$ cat src/design/fir_pkg.sv
// shared types, constants and crc function of the firmware image receiver
package fir_pkg;

  localparam logic [31:0] MAGIC_WORD  = 32'h5AA5_C33C;
  localparam logic [2:0]  MAGIC_BYTES = 3'd4;
  localparam logic [31:0] CRC_POLY    = 32'hEDB8_8320;
  localparam logic [31:0] CRC_INIT    = 32'hFFFF_FFFF;

  localparam int QUEUE_DEPTH = 4;
  localparam int QPTR_W      = $clog2(QUEUE_DEPTH);

  localparam int OFS_W = 24;
  localparam int CFG_W = 24;

  localparam logic [15:0] IDLE_LIMIT_RST = 16'd2000;
  localparam logic [23:0] MAX_BYTES_RST  = 24'd131072;

  // configuration register indexes
  localparam logic [1:0] REG_IDLE_LIMIT = 2'd0;
  localparam logic [1:0] REG_MAX_BYTES  = 2'd1;

  // input modes
  localparam logic [1:0] MODE_BYTE    = 2'd0;
  localparam logic [1:0] MODE_TICK    = 2'd1;
  localparam logic [1:0] MODE_RESTART = 2'd2;

  // result kinds
  localparam logic [1:0] KIND_WRITE  = 2'd0;
  localparam logic [1:0] KIND_DONE   = 2'd1;
  localparam logic [1:0] KIND_REJECT = 2'd2;

  typedef enum logic [1:0] {
    PH_HEADER,
    PH_PAYLOAD,
    PH_ERROR
  } phase_t;

  typedef enum logic [1:0] {
    CMD_WRITE,
    CMD_DONE,
    CMD_REJECT,
    CMD_CLEAR
  } cmd_t;

  typedef struct packed {
    cmd_t               cmd;
    logic               done;
    logic [OFS_W-1:0]   offset;
    logic [7:0]         data;
    logic [OFS_W-1:0]   length;
  } q_entry_t;

  typedef struct packed {
    logic full;
    logic empty;
  } q_stat_t;

  typedef struct packed {
    logic [1:0]       kind;
    logic [OFS_W-1:0] offset;
    logic [7:0]       data;
    logic [OFS_W-1:0] length;
    logic [31:0]      crc;
    logic             last;
  } result_t;

  function automatic logic [31:0] crc32_byte(input logic [31:0] crc, input logic [7:0] b);
    logic [31:0] c;
    c = crc ^ {24'd0, b};
    for (int i = 0; i < 8; i++) begin
      c = c[0] ? ((c >> 1) ^ CRC_POLY) : (c >> 1);
    end
    return c;
  endfunction

endpackage

$ cat src/design/fir_front.sv
// front part: config registers, header check, payload and idle counting, command issue
module fir_front #(
  parameter int LENGTH_BITS = 24
) (
  input  logic                     clk,
  input  logic                     rst_n,
  input  logic                     in_valid,
  output logic                     in_ready,
  input  logic [1:0]               in_mode,
  input  logic [7:0]               in_rx_byte,
  input  logic                     cfg_valid,
  output logic                     cfg_ready,
  input  logic [1:0]               cfg_index,
  input  logic [fir_pkg::CFG_W-1:0] cfg_wdata,
  input  fir_pkg::q_stat_t         q_stat,
  output logic                     q_push,
  output fir_pkg::q_entry_t        q_wdata
);
  import fir_pkg::*;

  localparam int CW = (LENGTH_BITS > OFS_W) ? LENGTH_BITS : OFS_W;

  phase_t                 phase_r, phase_nxt;
  logic [31:0]            hdr_r, hdr_nxt;
  logic [2:0]             hcnt_r, hcnt_nxt;
  logic [LENGTH_BITS-1:0] pcnt_r, pcnt_nxt;
  logic [15:0]            idle_r, idle_nxt;
  logic [15:0]            idle_limit_r;
  logic [23:0]            max_bytes_r;

  logic                   accept;
  logic [31:0]            hdr_shift;
  logic [2:0]             hcnt_inc;
  logic [LENGTH_BITS-1:0] pcnt_inc;
  logic [15:0]            idle_inc;
  logic                   hdr_full;
  logic                   size_hit;
  logic                   idle_hit;
  logic                   counting;

  assign in_ready  = !q_stat.full;
  assign cfg_ready = 1'b1;
  assign accept    = in_valid && in_ready;

  assign hdr_shift = {hdr_r[23:0], in_rx_byte};
  assign hcnt_inc  = hcnt_r + 3'd1;
  assign hdr_full  = (hcnt_inc >= MAGIC_BYTES);
  assign pcnt_inc  = pcnt_r + LENGTH_BITS'(1);
  assign size_hit  = (CW'(pcnt_inc) >= CW'(max_bytes_r));
  assign idle_inc  = idle_r + 16'd1;
  assign idle_hit  = (idle_inc >= idle_limit_r);
  assign counting  = (phase_r == PH_PAYLOAD) && (pcnt_r != '0);

  // next phase
  always_comb begin
    phase_nxt = phase_r;
    if (accept) begin
      unique case (in_mode)
        MODE_BYTE: begin
          unique case (phase_r)
            PH_HEADER: begin
              if (hdr_full) begin
                phase_nxt = (hdr_shift == MAGIC_WORD) ? PH_PAYLOAD : PH_ERROR;
              end
            end
            PH_PAYLOAD: begin
              if (size_hit) begin
                phase_nxt = PH_HEADER;
              end
            end
            default: phase_nxt = phase_r;
          endcase
        end
        MODE_TICK: begin
          if (counting && idle_hit) begin
            phase_nxt = PH_HEADER;
          end
        end
        MODE_RESTART: phase_nxt = PH_HEADER;
        default:      phase_nxt = phase_r;
      endcase
    end
  end

  // counters and command issue
  always_comb begin
    hdr_nxt  = hdr_r;
    hcnt_nxt = hcnt_r;
    pcnt_nxt = pcnt_r;
    idle_nxt = idle_r;
    q_push   = 1'b0;
    q_wdata  = '{cmd: CMD_CLEAR, done: 1'b0, offset: '0, data: '0, length: '0};
    if (accept) begin
      unique case (in_mode)
        MODE_BYTE: begin
          idle_nxt = '0;
          unique case (phase_r)
            PH_HEADER: begin
              hdr_nxt  = hdr_shift;
              hcnt_nxt = hcnt_inc;
              if (hdr_full && (hdr_shift != MAGIC_WORD)) begin
                q_push      = 1'b1;
                q_wdata.cmd = CMD_REJECT;
              end
            end
            PH_PAYLOAD: begin
              q_push         = 1'b1;
              q_wdata.cmd    = CMD_WRITE;
              q_wdata.offset = OFS_W'(pcnt_r);
              q_wdata.data   = in_rx_byte;
              q_wdata.length = OFS_W'(pcnt_inc);
              q_wdata.done   = size_hit;
              pcnt_nxt       = pcnt_inc;
              if (size_hit) begin
                hdr_nxt  = '0;
                hcnt_nxt = '0;
                pcnt_nxt = '0;
              end
            end
            default: idle_nxt = '0;
          endcase
        end
        MODE_TICK: begin
          if (counting) begin
            idle_nxt = idle_inc;
            if (idle_hit) begin
              q_push         = 1'b1;
              q_wdata.cmd    = CMD_DONE;
              q_wdata.length = OFS_W'(pcnt_r);
              hdr_nxt        = '0;
              hcnt_nxt       = '0;
              pcnt_nxt       = '0;
              idle_nxt       = '0;
            end
          end else begin
            idle_nxt = '0;
          end
        end
        MODE_RESTART: begin
          q_push      = 1'b1;
          q_wdata.cmd = CMD_CLEAR;
          hdr_nxt     = '0;
          hcnt_nxt    = '0;
          pcnt_nxt    = '0;
          idle_nxt    = '0;
        end
        default: idle_nxt = idle_r;
      endcase
    end
  end

  always_ff @(posedge clk) begin
    if (!rst_n) begin
      phase_r      <= PH_HEADER;
      hdr_r        <= '0;
      hcnt_r       <= '0;
      pcnt_r       <= '0;
      idle_r       <= '0;
      idle_limit_r <= IDLE_LIMIT_RST;
      max_bytes_r  <= MAX_BYTES_RST;
    end else begin
      phase_r <= phase_nxt;
      hdr_r   <= hdr_nxt;
      hcnt_r  <= hcnt_nxt;
      pcnt_r  <= pcnt_nxt;
      idle_r  <= idle_nxt;
      if (cfg_valid && cfg_ready) begin
        unique case (cfg_index)
          REG_IDLE_LIMIT: idle_limit_r <= cfg_wdata[15:0];
          REG_MAX_BYTES:  max_bytes_r  <= cfg_wdata[23:0];
          default:        idle_limit_r <= idle_limit_r;
        endcase
      end
    end
  end

endmodule

$ cat src/design/fir_fifo.sv
// short command queue between front and back
module fir_fifo (
  input  logic              clk,
  input  logic              rst_n,
  input  logic              push,
  input  fir_pkg::q_entry_t wdata,
  input  logic              pop,
  output fir_pkg::q_entry_t rdata,
  output fir_pkg::q_stat_t  stat
);
  import fir_pkg::*;

  q_entry_t          mem_r [QUEUE_DEPTH];
  logic [QPTR_W-1:0] wr_ptr_r;
  logic [QPTR_W-1:0] rd_ptr_r;
  logic [QPTR_W:0]   count_r;
  logic              do_push;
  logic              do_pop;

  assign stat.full  = (count_r == (QPTR_W+1)'(QUEUE_DEPTH));
  assign stat.empty = (count_r == '0);
  assign do_push    = push && !stat.full;
  assign do_pop     = pop && !stat.empty;
  assign rdata      = mem_r[rd_ptr_r];

  always_ff @(posedge clk) begin
    if (do_push) begin
      mem_r[wr_ptr_r] <= wdata;
    end
  end

  always_ff @(posedge clk) begin
    if (!rst_n) begin
      wr_ptr_r <= '0;
      rd_ptr_r <= '0;
      count_r  <= '0;
    end else begin
      if (do_push) begin
        wr_ptr_r <= wr_ptr_r + QPTR_W'(1);
      end
      if (do_pop) begin
        rd_ptr_r <= rd_ptr_r + QPTR_W'(1);
      end
      case ({do_push, do_pop})
        2'b10:   count_r <= count_r + (QPTR_W+1)'(1);
        2'b01:   count_r <= count_r - (QPTR_W+1)'(1);
        default: count_r <= count_r;
      endcase
    end
  end

endmodule

$ cat src/design/fir_back.sv
// back part: crc accumulation and result output register
module fir_back (
  input  logic                        clk,
  input  logic                        rst_n,
  input  fir_pkg::q_entry_t           q_rdata,
  input  fir_pkg::q_stat_t            q_stat,
  output logic                        q_pop,
  output logic                        out_valid,
  input  logic                        out_ready,
  output fir_pkg::result_t            out_res
);
  import fir_pkg::*;

  logic             valid_r, valid_nxt;
  result_t          res_r, res_nxt;
  logic [31:0]      crc_r, crc_nxt;
  logic             pend_r, pend_nxt;
  logic [OFS_W-1:0] pend_len_r, pend_len_nxt;
  logic             take;

  assign take      = !valid_r || out_ready;
  assign out_valid = valid_r;
  assign out_res   = res_r;

  always_comb begin
    valid_nxt    = valid_r;
    res_nxt      = res_r;
    crc_nxt      = crc_r;
    pend_nxt     = pend_r;
    pend_len_nxt = pend_len_r;
    q_pop        = 1'b0;
    if (take) begin
      valid_nxt = 1'b0;
      if (pend_r) begin
        valid_nxt = 1'b1;
        res_nxt   = '{kind: KIND_DONE, offset: '0, data: '0, length: pend_len_r,
                      crc: ~crc_r, last: 1'b1};
        crc_nxt   = CRC_INIT;
        pend_nxt  = 1'b0;
      end else if (!q_stat.empty) begin
        q_pop = 1'b1;
        unique case (q_rdata.cmd)
          CMD_WRITE: begin
            valid_nxt    = 1'b1;
            res_nxt      = '{kind: KIND_WRITE, offset: q_rdata.offset, data: q_rdata.data,
                             length: '0, crc: '0, last: !q_rdata.done};
            crc_nxt      = crc32_byte(crc_r, q_rdata.data);
            pend_nxt     = q_rdata.done;
            pend_len_nxt = q_rdata.length;
          end
          CMD_DONE: begin
            valid_nxt = 1'b1;
            res_nxt   = '{kind: KIND_DONE, offset: '0, data: '0, length: q_rdata.length,
                          crc: ~crc_r, last: 1'b1};
            crc_nxt   = CRC_INIT;
          end
          CMD_REJECT: begin
            valid_nxt = 1'b1;
            res_nxt   = '{kind: KIND_REJECT, offset: '0, data: '0, length: '0,
                          crc: '0, last: 1'b1};
          end
          CMD_CLEAR: begin
            crc_nxt = CRC_INIT;
          end
          default: crc_nxt = crc_r;
        endcase
      end
    end
  end

  always_ff @(posedge clk) begin
    if (!rst_n) begin
      valid_r <= 1'b0;
      crc_r   <= CRC_INIT;
      pend_r  <= 1'b0;
    end else begin
      valid_r <= valid_nxt;
      crc_r   <= crc_nxt;
      pend_r  <= pend_nxt;
    end
  end

  always_ff @(posedge clk) begin
    res_r      <= res_nxt;
    pend_len_r <= pend_len_nxt;
  end

endmodule

$ cat src/design/firmware_image_receiver.sv
// top level of the firmware image receiver: front, command queue, back
//
//   channel  direction  handshake             payload
//   in       input      in_valid/in_ready     in_mode, in_rx_byte
//   out      output     out_valid/out_ready   out_event_kind .. out_last
//   cfg      input      cfg_valid/cfg_ready   cfg_index, cfg_wdata
//
// one input word per cycle while the command queue is not full; a payload byte
// that ends the image gives a write word, then a completion word, from the single
// output register of the back part; an accepted word passes the command queue first
// in_ready drops only when the four-entry queue is full; cfg_ready is always high
// synchronous active-low reset restores register defaults and waits for a header
module firmware_image_receiver #(
  parameter int LENGTH_BITS = 24
) (
  input  logic        clk,
  input  logic        rst_n,
  input  logic        in_valid,
  output logic        in_ready,
  input  logic [1:0]  in_mode,
  input  logic [7:0]  in_rx_byte,
  output logic        out_valid,
  input  logic        out_ready,
  output logic [1:0]  out_event_kind,
  output logic [23:0] out_byte_offset,
  output logic [7:0]  out_write_byte,
  output logic [23:0] out_image_length,
  output logic [31:0] out_image_crc,
  output logic        out_last,
  input  logic        cfg_valid,
  output logic        cfg_ready,
  input  logic [1:0]  cfg_index,
  input  logic [23:0] cfg_wdata
);
  import fir_pkg::*;

  q_stat_t  q_stat;
  q_entry_t q_wdata;
  q_entry_t q_rdata;
  logic     q_push;
  logic     q_pop;
  result_t  res;

  fir_front #(
    .LENGTH_BITS(LENGTH_BITS)
  ) u_front (
    .clk       (clk),
    .rst_n     (rst_n),
    .in_valid  (in_valid),
    .in_ready  (in_ready),
    .in_mode   (in_mode),
    .in_rx_byte(in_rx_byte),
    .cfg_valid (cfg_valid),
    .cfg_ready (cfg_ready),
    .cfg_index (cfg_index),
    .cfg_wdata (cfg_wdata),
    .q_stat    (q_stat),
    .q_push    (q_push),
    .q_wdata   (q_wdata)
  );

  fir_fifo u_fifo (
    .clk  (clk),
    .rst_n(rst_n),
    .push (q_push),
    .wdata(q_wdata),
    .pop  (q_pop),
    .rdata(q_rdata),
    .stat (q_stat)
  );

  fir_back u_back (
    .clk      (clk),
    .rst_n    (rst_n),
    .q_rdata  (q_rdata),
    .q_stat   (q_stat),
    .q_pop    (q_pop),
    .out_valid(out_valid),
    .out_ready(out_ready),
    .out_res  (res)
  );

  assign out_event_kind   = res.kind;
  assign out_byte_offset  = res.offset;
  assign out_write_byte   = res.data;
  assign out_image_length = res.length;
  assign out_image_crc    = res.crc;
  assign out_last         = res.last;

  a_reject_last: assert property (@(posedge clk) disable iff (!rst_n)
    out_valid && (out_event_kind == KIND_REJECT) |-> out_last)
    else $error("reject word without last");

  a_write_then_done: assert property (@(posedge clk) disable iff (!rst_n)
    out_valid && out_ready && (out_event_kind == KIND_WRITE) && !out_last
    |=> out_valid && (out_event_kind == KIND_DONE) && out_last)
    else $error("final write not followed by completion");

  a_queue_stat: assert property (@(posedge clk) disable iff (!rst_n)
    !(q_stat.full && q_stat.empty))
    else $error("queue full and empty at once");

  a_no_push_full: assert property (@(posedge clk) disable iff (!rst_n)
    q_push |-> !q_stat.full)
    else $error("command issued into full queue");

endmodule

$ cat config.mk
export PLATFORM = sky130hd
export DESIGN_NAME = firmware_image_receiver
export DESIGN_NICKNAME = d
export VERILOG_FILES = /design/src/design/fir_pkg.sv /design/src/design/fir_front.sv /design/src/design/fir_fifo.sv /design/src/design/fir_back.sv /design/src/design/firmware_image_receiver.sv
export SDC_FILE = /design/constraint.sdc
export NUM_CORES = 1
export LEC_CHECK = 0
export ABC_AREA = 1
export BUFFER_PORTS_ARGS = -buffer_cell sky130_fd_sc_hd__buf_2
export CORE_ASPECT_RATIO = 1.4
export CORE_UTILIZATION = 49
export CTS_CLUSTER_SIZE = 24
export DETAILED_ROUTE_END_ITERATION = 7
export GPL_TIMING_DRIVEN = 1
export PLACE_DENSITY = 0.73
export SLEW_MARGIN = 20
export SYNTH_ARGS = -nofsm -noshare
export SYNTH_HDL_FRONTEND = slang
export SYNTH_SLANG_ARGS = --single-unit
$ cat constraint.sdc
create_clock -name clk -period 6 [get_ports clk]
set_clock_uncertainty 0.05 [all_clocks]
set_input_delay 1.8 -clock clk [delete_from_list [all_inputs] [get_ports clk]]
set_output_delay 1.8 -clock clk [all_outputs]
set_load 0.02 [all_outputs]
**Word-level counts from Yosys, hierarchy flattened**

Memory sizes are Yosys's and may differ from the RTL's. A register that Yosys moved wholly into a read port is not among the register bits.
Cells that the tools add are included.

- Add/sub/neg operators: 7
- Order comparisons: 3
- Equal/unequal tests: 20
- Mux-type cells: 69
- Bitwise operators: 12
- Reduce and logical (&&, ||, !) cells: 34

Operator list:

| kind | count |
|---|---|
| 32-bit 2-to-1 mux | 10 |
| 91-bit case mux with 3 select lines | 1 |
| 24-bit 2-to-1 mux | 9 |
| 24-bit case mux with 3 select lines | 2 |
| 57-bit 2-to-1 mux | 2 |
| 13-bit NOT with 14-bit output | 8 |
| 24-bit case mux with 2 select lines | 2 |
| 91-bit 2-to-1 mux | 1 |
| 32-bit case mux with 2 select lines | 1 |
| 59-bit 2-to-1 mux | 1 |
| 33-bit 2-to-1 mux | 1 |
| 32-bit by 31-bit equality test with 1-bit output (second input constant) | 1 |
| 16-bit 2-to-1 mux | 2 |
| 32-bit by 31-bit inequality test with 1-bit output (second input constant) | 1 |
| 32-bit NOT | 1 |
| 16-bit case mux with 2 select lines | 1 |
| 32-bit by 8-bit bitwise XOR with 32-bit output | 1 |
| 24-bit by 1-bit adder with 24-bit output (second input constant) | 1 |
| 24-bit greater-or-equal comparator | 1 |
| 24-bit nonzero test | 1 |
| 16-bit by 1-bit adder with 16-bit output (second input constant) | 1 |
| 16-bit greater-or-equal comparator | 1 |
| 1-bit 2-to-1 mux | 16 |
| 2-bit 2-to-1 mux | 8 |
| 33 further kinds | 71 |

- Register bits: 265
- RAM bits: 236
- Bits of input ports: 41
- Output and inout bits: 94
- Word-level logic and storage cells: 166
- Memories kept: 1

Memories:

| memory | depth | width | rd ports | clocked after Yosys merged registers in | wr ports | RTL line | source |
|---|---|---|---|---|---|---|---|
| u_fifo.mem_r | 4 | 59 | 1 | 1 | 1 | fir_fifo.sv:13 | `q_entry_t mem_r [QUEUE_DEPTH];` |

**Depth between registers and ports, before layout**

Gate-level depths: netlist of run 1.

- Depth in word-level cells: 20
- Gate-level depth with buffers: 27
- Depth with buffers taken out: 27

**Hierarchy**

A second synthesis of run 1 with hierarchy kept.

- Cells, all modules: 2455
- Area, all modules: 23067.1 um2

Modules (own cells, without submodules):

| module | times used | cells each | area an instance (um2) | seq. area each (um2) |
|---|---|---|---|---|
| fir_fifo | 1 | 640 | 9203.8 | 7267.0 |
| fir_front | 1 | 1068 | 7056.8 | 2182.1 |
| fir_back | 1 | 747 | 6806.5 | 4134.0 |

**Worst setup path after synthesis of run 1**

No wires, ideal clock.

- Path kind: input-to-reg
- From: input in_mode[0]
- To: memory u_fifo.mem_r[0][0] (netlist bit) (enable)
- Library setup time: 0.476 ns
- Data arrival time: 5.312 ns
- Required time: 5.474 ns
- Setup slack: 0.162 ns
- Stages: 11
- Path buffers: 0
- Cell sequence: inv_1 ha_1 inv_1 nor2_2 or2_2 inv_1 nand2_1 inv_1 nand2_1 nand2_1 nor2_1

- Cells in the longest elaborated chain, start to end: 6
- Elaborated cells on any way between the ends: 8
- Those cells by class: eq/ne: 2; mux: 4; reduce/logical: 2

Ends and longest elaborated chain:

| what | RTL line | source |
|---|---|---|
| start: declaration | firmware_image_receiver.sv:20 | `input logic [1:0] in_mode,` |
| 2-bit equality test (tied with other cells) | fir_front.sv:94 | `unique case (in_mode)` |
| 1-bit case mux with 3 select lines (*) | fir_front.sv:94 |  |
| 1-bit 2-to-1 mux (*) | fir_front.sv:93 | `if (accept) begin` |
| 1-bit logical AND (*) | fir_fifo.sv:22 | `assign do_push = push && !stat.full;` |
| 1-bit 2-to-1 mux (*) | fir_fifo.sv:27 | `if (do_push) begin` |
| 1-bit 2-to-1 mux (implied by the code) (*) | fir_fifo.sv:28 | `mem_r[wr_ptr_r] <= wdata;` |
| end: declaration | fir_fifo.sv:13 |  |

Every way passes the cells marked *; elsewhere a longest branch is shown, timed or not.

**Worst setup path after layout of run 1**

- From: register u_front.idle_r[0]
- To: register u_fifo.count_r[2]

- Cells in the longest elaborated chain, start to end: 9
- Elaborated cells on any way between the ends: 11
- Those cells by class: add/sub: 1; order compare: 1; eq/ne: 2; mux: 5; reduce/logical: 2

Ends and longest elaborated chain:

| what | RTL line | source |
|---|---|---|
| start: declaration | fir_front.sv:27 | `logic [15:0] idle_r, idle_nxt;` |
| start signal: assignment | fir_front.sv:166 | `idle_r <= idle_nxt;` |
| 16-bit by 1-bit adder with 16-bit output (*) | fir_front.sv:50 | `assign idle_inc = idle_r + 16'd1;` |
| 16-bit greater-or-equal comparator (*) | fir_front.sv:51 | `assign idle_hit = (idle_inc >= idle_limit_r);` |
| 1-bit 2-to-1 mux (*) | fir_front.sv:126 | `if (idle_hit) begin` |
| 1-bit 2-to-1 mux (*) | fir_front.sv:124 | `if (counting) begin` |
| 1-bit case mux with 3 select lines (*) | fir_front.sv:94 |  |
| 1-bit 2-to-1 mux (*) | fir_front.sv:93 |  |
| 1-bit logical AND (*) | fir_fifo.sv:22 |  |
| 2-bit by 1-bit equality test with 1-bit output or 2-bit equality test (tied branches) | fir_fifo.sv:44 | `case ({do_push, do_pop})` |
| 3-bit case mux with 2 select lines or 2-bit nonzero test (tied branches) | -- |  |
| end signal: assignment | fir_fifo.sv:45 | `2'b10: count_r <= count_r + (QPTR_W+1)'(1);` |
| end signal: assignment | fir_fifo.sv:46 | `2'b01: count_r <= count_r - (QPTR_W+1)'(1);` |
| end signal: assignment | fir_fifo.sv:47 | `default: count_r <= count_r;` |
| end: declaration | fir_fifo.sv:16 | `logic [QPTR_W:0] count_r;` |

Marks and branches as above.
A chain may end at the register's enable or synchronous reset.

==> results_dict.tcl, run 1 <==
set metrics [dict create \
    drtAntennaViolNets 0 \
    critPathRequiredTime_ns 6.41 \
    path_max_fanout 24 \
    first_pass_iters 6 \
    stdcell_area_um2 25800 \
    num_rows 93 \
    fp.dieW_um 185 \
    drt_wl_total_mm 56.0 \
    worstSetupEndpointType "register" \
    drive_gt1_frac 0.119 \
    yosysSeqAreaShare 0.590 \
    coreArea_um2 46200 \
    hold_class "register to register" \
    peakVddDrop_mv 0.350 \
    finalHoldViolations 0 \
    drc 0 \
    ctsHoldBuffers 0 \
    dominantRegCellSynth "edfxtp_1" \
    cts_tree "built" \
    syn_avg_cell_area_um2 9.51 \
    final_util 0.558 \
    cts.sinks 503 \
    syn_nets 2520 \
    drv_cap 0 \
    first_iter_violations 1434 \
    setup_violations 0 \
    placed_cell_area_um2 24200 \
    final.period_utilization 0.792 \
    slew_headroom 0.285 \
    path_class "register to register" \
    p_leak_nw 10.4 \
    clock_latency_ns 0.58 \
    async_flop_share 0 \
    antennaDiodeCount 0 \
    grt-ovfl-total 0 \
    synthCells 2419 \
    yosys_warnings 0 \
    hold_ws_ns 0.416 \
    tns_ns 0 \
    htreeDepth 2 \
    crit_path_max_incr_delay_ns 0.41 \
    rsz0062_at_grt "no" \
    die_area_um2 47800 \
    fmax_mhz 211 \
    clk_path_buf_depth 3 \
    status "finished, final reports clean" \
    grtUsageTotal 0.235 \
    worst_ep_arrival_time_ns 5.16 \
    grt_pass1_wl_mm 87.8 \
    vias 17100 \
    start_util 0.498 \
    area_growth_pct 12.0 \
    ys_ff_latch 503 \
    cts.root.buffer_cell "clkbuf_16" \
    synth_edf_count 351 \
    place_congestion 0.914 \
    worstMarginPinSlew_ns 1.07 \
    fin_ws_ns 1.25 \
    cts_made_buffers 48 \
    crit_slowest_cell "dfxtp_1" \
    portBuffers 133 \
    postCtsSetupBuffers 0 \
    wire_per_inst_um 17.7 \
    clk_pin_slew_ns 0.06 \
    io_pins 135 \
    grt_max_degree 91 \
    synthesis.area_um2 23000 \
    drt-vias-per-instance 5.39 \
    synth_cell_types 49 \
    antenna_found_initial 0 \
    worstSetupStartpointType "register" \
    dp_hpwl_mm 37.6 \
    period_needed_ns 4.75 \
    pre_cts_slack_ns 1.33 \
    fin_nets 2616 \
    p_per_area_nw_per_um2 502 \
    grt_pass1_vias 16700 \
    fp.dieH_um 258 \
    slew_viol_final 0 \
    crit_top_cell "nand2_1" \
    fillers 4030 \
    ctsResizeCount 0 \
]
## final cells by class
type | count | area [um^2] | share of cell area
Clock buffer | 61 | 1270 | 0.0493
Tap cell | 617 | 772 | 0.0300
Inverter | 216 | 815 | 0.0316
Timing Repair Buffer | 155 | 885 | 0.0343
Clock inverter | 28 | 304 | 0.0118
Multi-Input combinational cell | 1591 | 8140 | 0.316
Sequential cell | 503 | 13600 | 0.527
## cell families after synthesis
group	Yosys count	share of synthesized area
buffers and inverters	325	0.0575
adders and majority gates	60	0.0330
other	1	0.000163
DFF	503	0.590
and+or+nand+nor	1052	0.193
AOI/OAI and AO/OA	413	0.0969
xor gates and xnor gates	65	0.0293
## sequential cells by signal, summed over array words and instances, names as in the netlist, 24 cells and up, named ones only
register / cells
u_front.pcnt_r: 24
u_front.max_bytes_r: 24
u_back.out_res: 91
u_back.pend_len_r: 24
u_fifo.mem_r: 236
u_front.hdr_r: 24
u_back.crc_r: 32
## report_power, final
| part | switching [mW] | internal [mW] |
|---|---|---|
| sequential | 0.297 | 4.55 |
| clock | 1.30 | 1.72 |
| combinational | 3.62 | 1.46 |
## cell usage after synthesis, types with 2 or more instances
library cell    n  area, um^2
nand4_1        24         150
nor4_1          3        18.8
xor2_4          2        55.1
ha_1           59         738
o21ai_1        11        55.1
o31ai_1         3        22.5
dfxtp_1       152        3040
edfxtp_1      351       10500
o21ai_0       145         726
a32oi_1        25         219
xnor2_4         2        55.1
nor3_2          4        40.0
buf_1          11        41.3
xor2_1         49         429
a21oi_1       205        1030
nor3_1         19        95.1
xnor2_1         8        70.1
o21a_1          4        30.0
buf_6           9         101
nor2_1        326        1220
o211ai_1       16         120
clkinv_1        4        15.0
nand3_4         2        35.0
nand2_4         9         101
nand3_2         9        90.1
or2_2           3        18.8
nand2_1       530        1990
clkbuf_1       72         270
buf_2          12        60.1
buf_4           5        37.5
nor2_2          6        37.5
inv_2          13        48.8
nand2_2        13        81.3
xor2_2          3        48.8
inv_1         198         743
nand3_1        99         495
## worst max-delay path: cells and delay by family (launching register included)
family | cells | cell delay (ns)
xor+xnor | 1 | 0.13
fa+ha+maj | 4 | 1.00
simple gates | 11 | 1.72
compound gates | 7 | 0.87
flops | 1 | 0.41
buf+inv | 5 | 0.47
## path summary, 6_finish.rpt
path	from	endpoint	slack, ns	cells past startpoint
worst max-delay path	u_front.idle_r[0]	u_fifo.count_r[2]	1.25	28
worst min-delay path	u_front.max_bytes_r[20]	u_front.max_bytes_r[20]	0.42	2
worst max register to register	u_front.idle_r[0]	u_fifo.count_r[2]	1.25	28
worst min register to register	u_front.max_bytes_r[20]	u_front.max_bytes_r[20]	0.42	2
## through the flow
step           power [mW]  instances
2_1_floorplan        8.55       2419
3_3_place_gp         9.85       3082
5_1_grt              13.7       3171
3_5_place_dp         9.99       3082
6_report             12.9       3171
4_1_cts              13.0       3171
## cells in the final DEF, fill, tap and decap left out, types with 59 or more instances in the layout
| master | count |
|---|---|
| nand2_1 | 530 |
| edfxtp_1 | 351 |
| nor2_1 | 321 |
| a21oi_1 | 203 |
| inv_1 | 197 |
| dfxtp_1 | 151 |
| o21ai_0 | 145 |
| buf_2 | 133 |
| nand3_1 | 99 |
| ha_1 | 59 |
## per-layer routing
layer | GRT usage | share of wire | vias to the layer above
met5 | 0 | 0 | -
met4 | 0.114 | 0.045 | 0
met1 | 0.276 | 0.38 | 8101
met2 | 0.422 | 0.51 | 597
li1 | - | - | 8280
met3 | 0.0281 | 0.058 | 126
Power figures use the tool's default switching activity.
==> inputs of run 2 (changes only) <==
--- a/config.mk
+++ b/config.mk
@@ -5,7 +5,7 @@
 export SDC_FILE = /design/constraint.sdc
 export NUM_CORES = 1
 export LEC_CHECK = 0
-export ABC_AREA = 1
+export ABC_AREA = 0
 export BUFFER_PORTS_ARGS = -buffer_cell sky130_fd_sc_hd__buf_2
 export CORE_ASPECT_RATIO = 1.4
 export CORE_UTILIZATION = 49
==> constraint.sdc (replaced) <==
create_clock -name clk -period 3.9 [get_ports clk]
set_clock_uncertainty 0.05 [all_clocks]
set_input_delay 1.17 -clock clk [delete_from_list [all_inputs] [get_ports clk]]
set_output_delay 1.17 -clock clk [all_outputs]
set_load 0.02 [all_outputs]
==> results_dict.tcl, run 2 <==
set metrics [dict create \
    violations "negative setup slack" \
    htreeDepth 2 \
    intPower_mw 11.2 \
    swShare 0.328 \
    io_pins 135 \
    mostFrequentLayoutCell "edfxtp_1" \
    stdcell_area_um2 26700 \
    dominantRegCellSynth "edfxtp_1" \
    seq_power_share 0.414 \
    hold_class "register to register" \
    drt_wl_total_mm 55.4 \
    syn_avg_cell_area_um2 13.1 \
    grt_pass1_vias 14200 \
    yosys-top-cells-count "edfxtp_1 (351), nand2_1 (212), dfxtp_1 (152), nor2_1 (85), and2_1 (71)" \
    worstSetupEndpointType "register" \
    slew_headroom 0.315 \
    async_flop_share 0 \
    largest_reg_flops 236 \
    path_max_fanout 3 \
    whs_endpoint "u_front.hdr_r[17]" \
    clock_latency_ns 0.58 \
    final.period_utilization 1.16 \
    synthesis.area_um2 22000 \
    fp.dieW_um 181 \
    power_mw 16.7 \
    r2r-end "u_fifo.count_r[2]" \
    yosysTopAreaCell "edfxtp_1" \
    worstMarginPinSlew_ns 1.02 \
    vias 14500 \
    grtUsageTotal 0.221 \
    yosys_warnings 0 \
    fin_cells 2538 \
    ctsHoldBuffers 0 \
    place_congestion 0.890 \
    final_util 0.603 \
    dp_hpwl_mm 34.1 \
    drv_cap 0 \
    antenna_found_initial 0 \
    first_iter_violations 980 \
    critPathRequiredTime_ns 4.35 \
    first_pass_iters 5 \
    largest_register "u_fifo.mem_r" \
    cts.sinks 503 \
    rsz0062_at_grt "yes" \
    mostFrequentLayoutCells "edfxtp_1 (351), nand2_1 (210), dfxtp_1 (146), buf_2 (132), buf_4 (119)" \
    start_util 0.497 \
    r2r-start "u_front.idle_r[1]" \
    grt_pass1_wl_mm 77.8 \
    r2r_setup_slack_ns -0.62 \
    finalHoldViolations 0 \
    slew_viol_final 0 \
    synthCells 1682 \
    crit_path_max_incr_delay_ns 0.40 \
    area_growth_pct 21.4 \
    p_per_area_nw_per_um2 626 \
    grt-ovfl-total 0 \
    crit_chain "nand3_2 > nor4b_4 > and3_4 > and3_4 > buf_4 > xor2_1 > ha_1 > and4_1 > a31o_2 > a221o_1 > a21oi_4 > nor3b_4 > o41a_1 > inv_2 > ha_4 > inv_2 > fa_2 > xor2_1 > or3_1 > a21boi_1" \
    syn_nets 1783 \
    num_rows 91 \
    synth_cell_types 70 \
    drtAntennaViolNets 0 \
    clk_pin_slew_ns 0.06 \
    hold_path.startpoint "u_front.hdr_r[17]" \
    pre_cts_slack_ns -0.611 \
    synth_top_area_share 0.480 \
    synthMostInstantiatedCell "edfxtp_1" \
    path_class "register to register" \
    fp.dieH_um 252 \
    combPwrFrac 0.325 \
    fin_nets 2044 \
    holdPathStages 2 \
    p_leak_nw 9.51 \
    placed_cell_area_um2 24100 \
    crit_slowest_cell "o41a_1" \
    worst_ep_arrival_time_ns 4.96 \
    ff2ff_path_depth 20 \
    peakVddDrop_mv 0.448 \
    cts_made_buffers 45 \
    setup_violations 241 \
    period_needed_ns 4.52 \
    synth_edf_count 351 \
    antennaDiodeCount 0 \
    cts.root.buffer_cell "clkbuf_16" \
    drive_gt1_frac 0.262 \
    status "finished with violations" \
    fmax_mhz 221 \
    switching_power_mw 5.47 \
    drc 0 \
    coreArea_um2 44200 \
    wire_per_inst_um 21.8 \
    ys_ff_latch 503 \
    die_area_um2 45700 \
    clk_path_buf_depth 3 \
    fillers 3302 \
    drt-vias-per-instance 5.73 \
    post-place-cells 2404 \
    fin_ws_ns -0.617 \
    portBuffers 133 \
    synthTopCellsByArea "edfxtp_1 (48%), dfxtp_1 (14%), mux4_2 (5.6%), nand2_1 (3.6%), ha_1 (3.4%)" \
    yosysSeqAreaShare 0.619 \
    worstSetupStartpointType "register" \
    grt_max_degree 84 \
    cts_tree "built" \
    pwr-share-clk 0.261 \
]
-- run 2: changes by cell type after synthesis, moves of 25 or more --
cell	delta
mux4_2	+55
a21oi_1	-170
nand2_1	-318
xnor2_1	+62
nor2_1	-241
o21ai_0	-116
and2_1	+71
nand3_1	-60
a32oi_1	-25
a21boi_0	+55
mux2i_1	+36
inv_1	-139
-- run 2: worst max-delay path by stage --
stage                            startpoint  cells past startpoint                end
after floorplan           u_front.idle_r[1]                     21  u_fifo.count_r[2]
after global placement        in_rx_byte[1]                     14  u_fifo.count_r[2]
after detailed placement      in_rx_byte[1]                     14  u_fifo.count_r[2]
after CTS                 u_front.idle_r[1]                     21  u_fifo.count_r[2]
after global routing      u_front.idle_r[1]                     21  u_fifo.count_r[2]
final                     u_front.idle_r[1]                     20  u_fifo.count_r[2]
-- run 2: cell type report --
type	instances	area, um^2	area share
repair buffers	302	2630	0.0985
clock buffers	61	1240	0.0464
clock inverters	23	193	0.00723
well taps	558	698	0.0262
inverters	60	225	0.00845
flip-flops and latches	503	13600	0.510
multi-input cells	1031	8080	0.303
-- run 2: logic make-up after synthesis --
group	count (synthesis)	synth area share
simple gates	518	0.114
fa+ha+maj	60	0.0345
buf+inv	153	0.0281
flops	503	0.619
other cells	1	0.000171
compound gates	239	0.0759
mux	95	0.0749
xor+xnor	113	0.0536
-- run 2: stage by stage --
| stage | hold slack [ns] | setup TNS, ns |
|---|---|---|
| 4_1_cts | 0.408 | -31.55 |
| 2_1_floorplan | 0.380 | -58.07 |
| 3_3_place_gp | 0.388 | -59.67 |
| 3_5_place_dp | 0.399 | -58.36 |
| 5_1_grt | 0.425 | -84.24 |
| 6_report | 0.408 | -64.93 |
-- run 2: critical path: cells and delay by family (launching register included) --
kind	cells	cell delay (ns)
AND/OR/NAND/NOR	7	1.43
AO/OA/AOI/OAI	5	1.26
adder cells (fa/ha/maj)	3	0.75
flip-flops	1	0.37
XOR/XNOR	2	0.34
buffers and inverters	3	0.25
-- run 2: metal layers --
metal	part of all wire	track usage
met1	0.36	0.251
met4	0.060	0.120
met2	0.52	0.406
met5	0	0
met3	0.055	0.0259
-- run 2: what timing repair did --
action	CTS	global route
pin swaps	2	11
gates cloned	5	28
endpoints found under the hold margin	0	0
buffers inserted	5	14
endpoints found under the setup margin	281	342
gates resized for setup	26	53
-- run 2: power by group through the flow --
stage	clock, mW	sequential (mW)	combinational [mW]
final	4.36	6.90	5.43
after global routing	4.60	6.96	5.76
after CTS	4.37	6.90	5.37
after detailed placement	0	7.01	5.28
after global placement	0	6.99	5.18
after floorplan	0	7.52	3.35
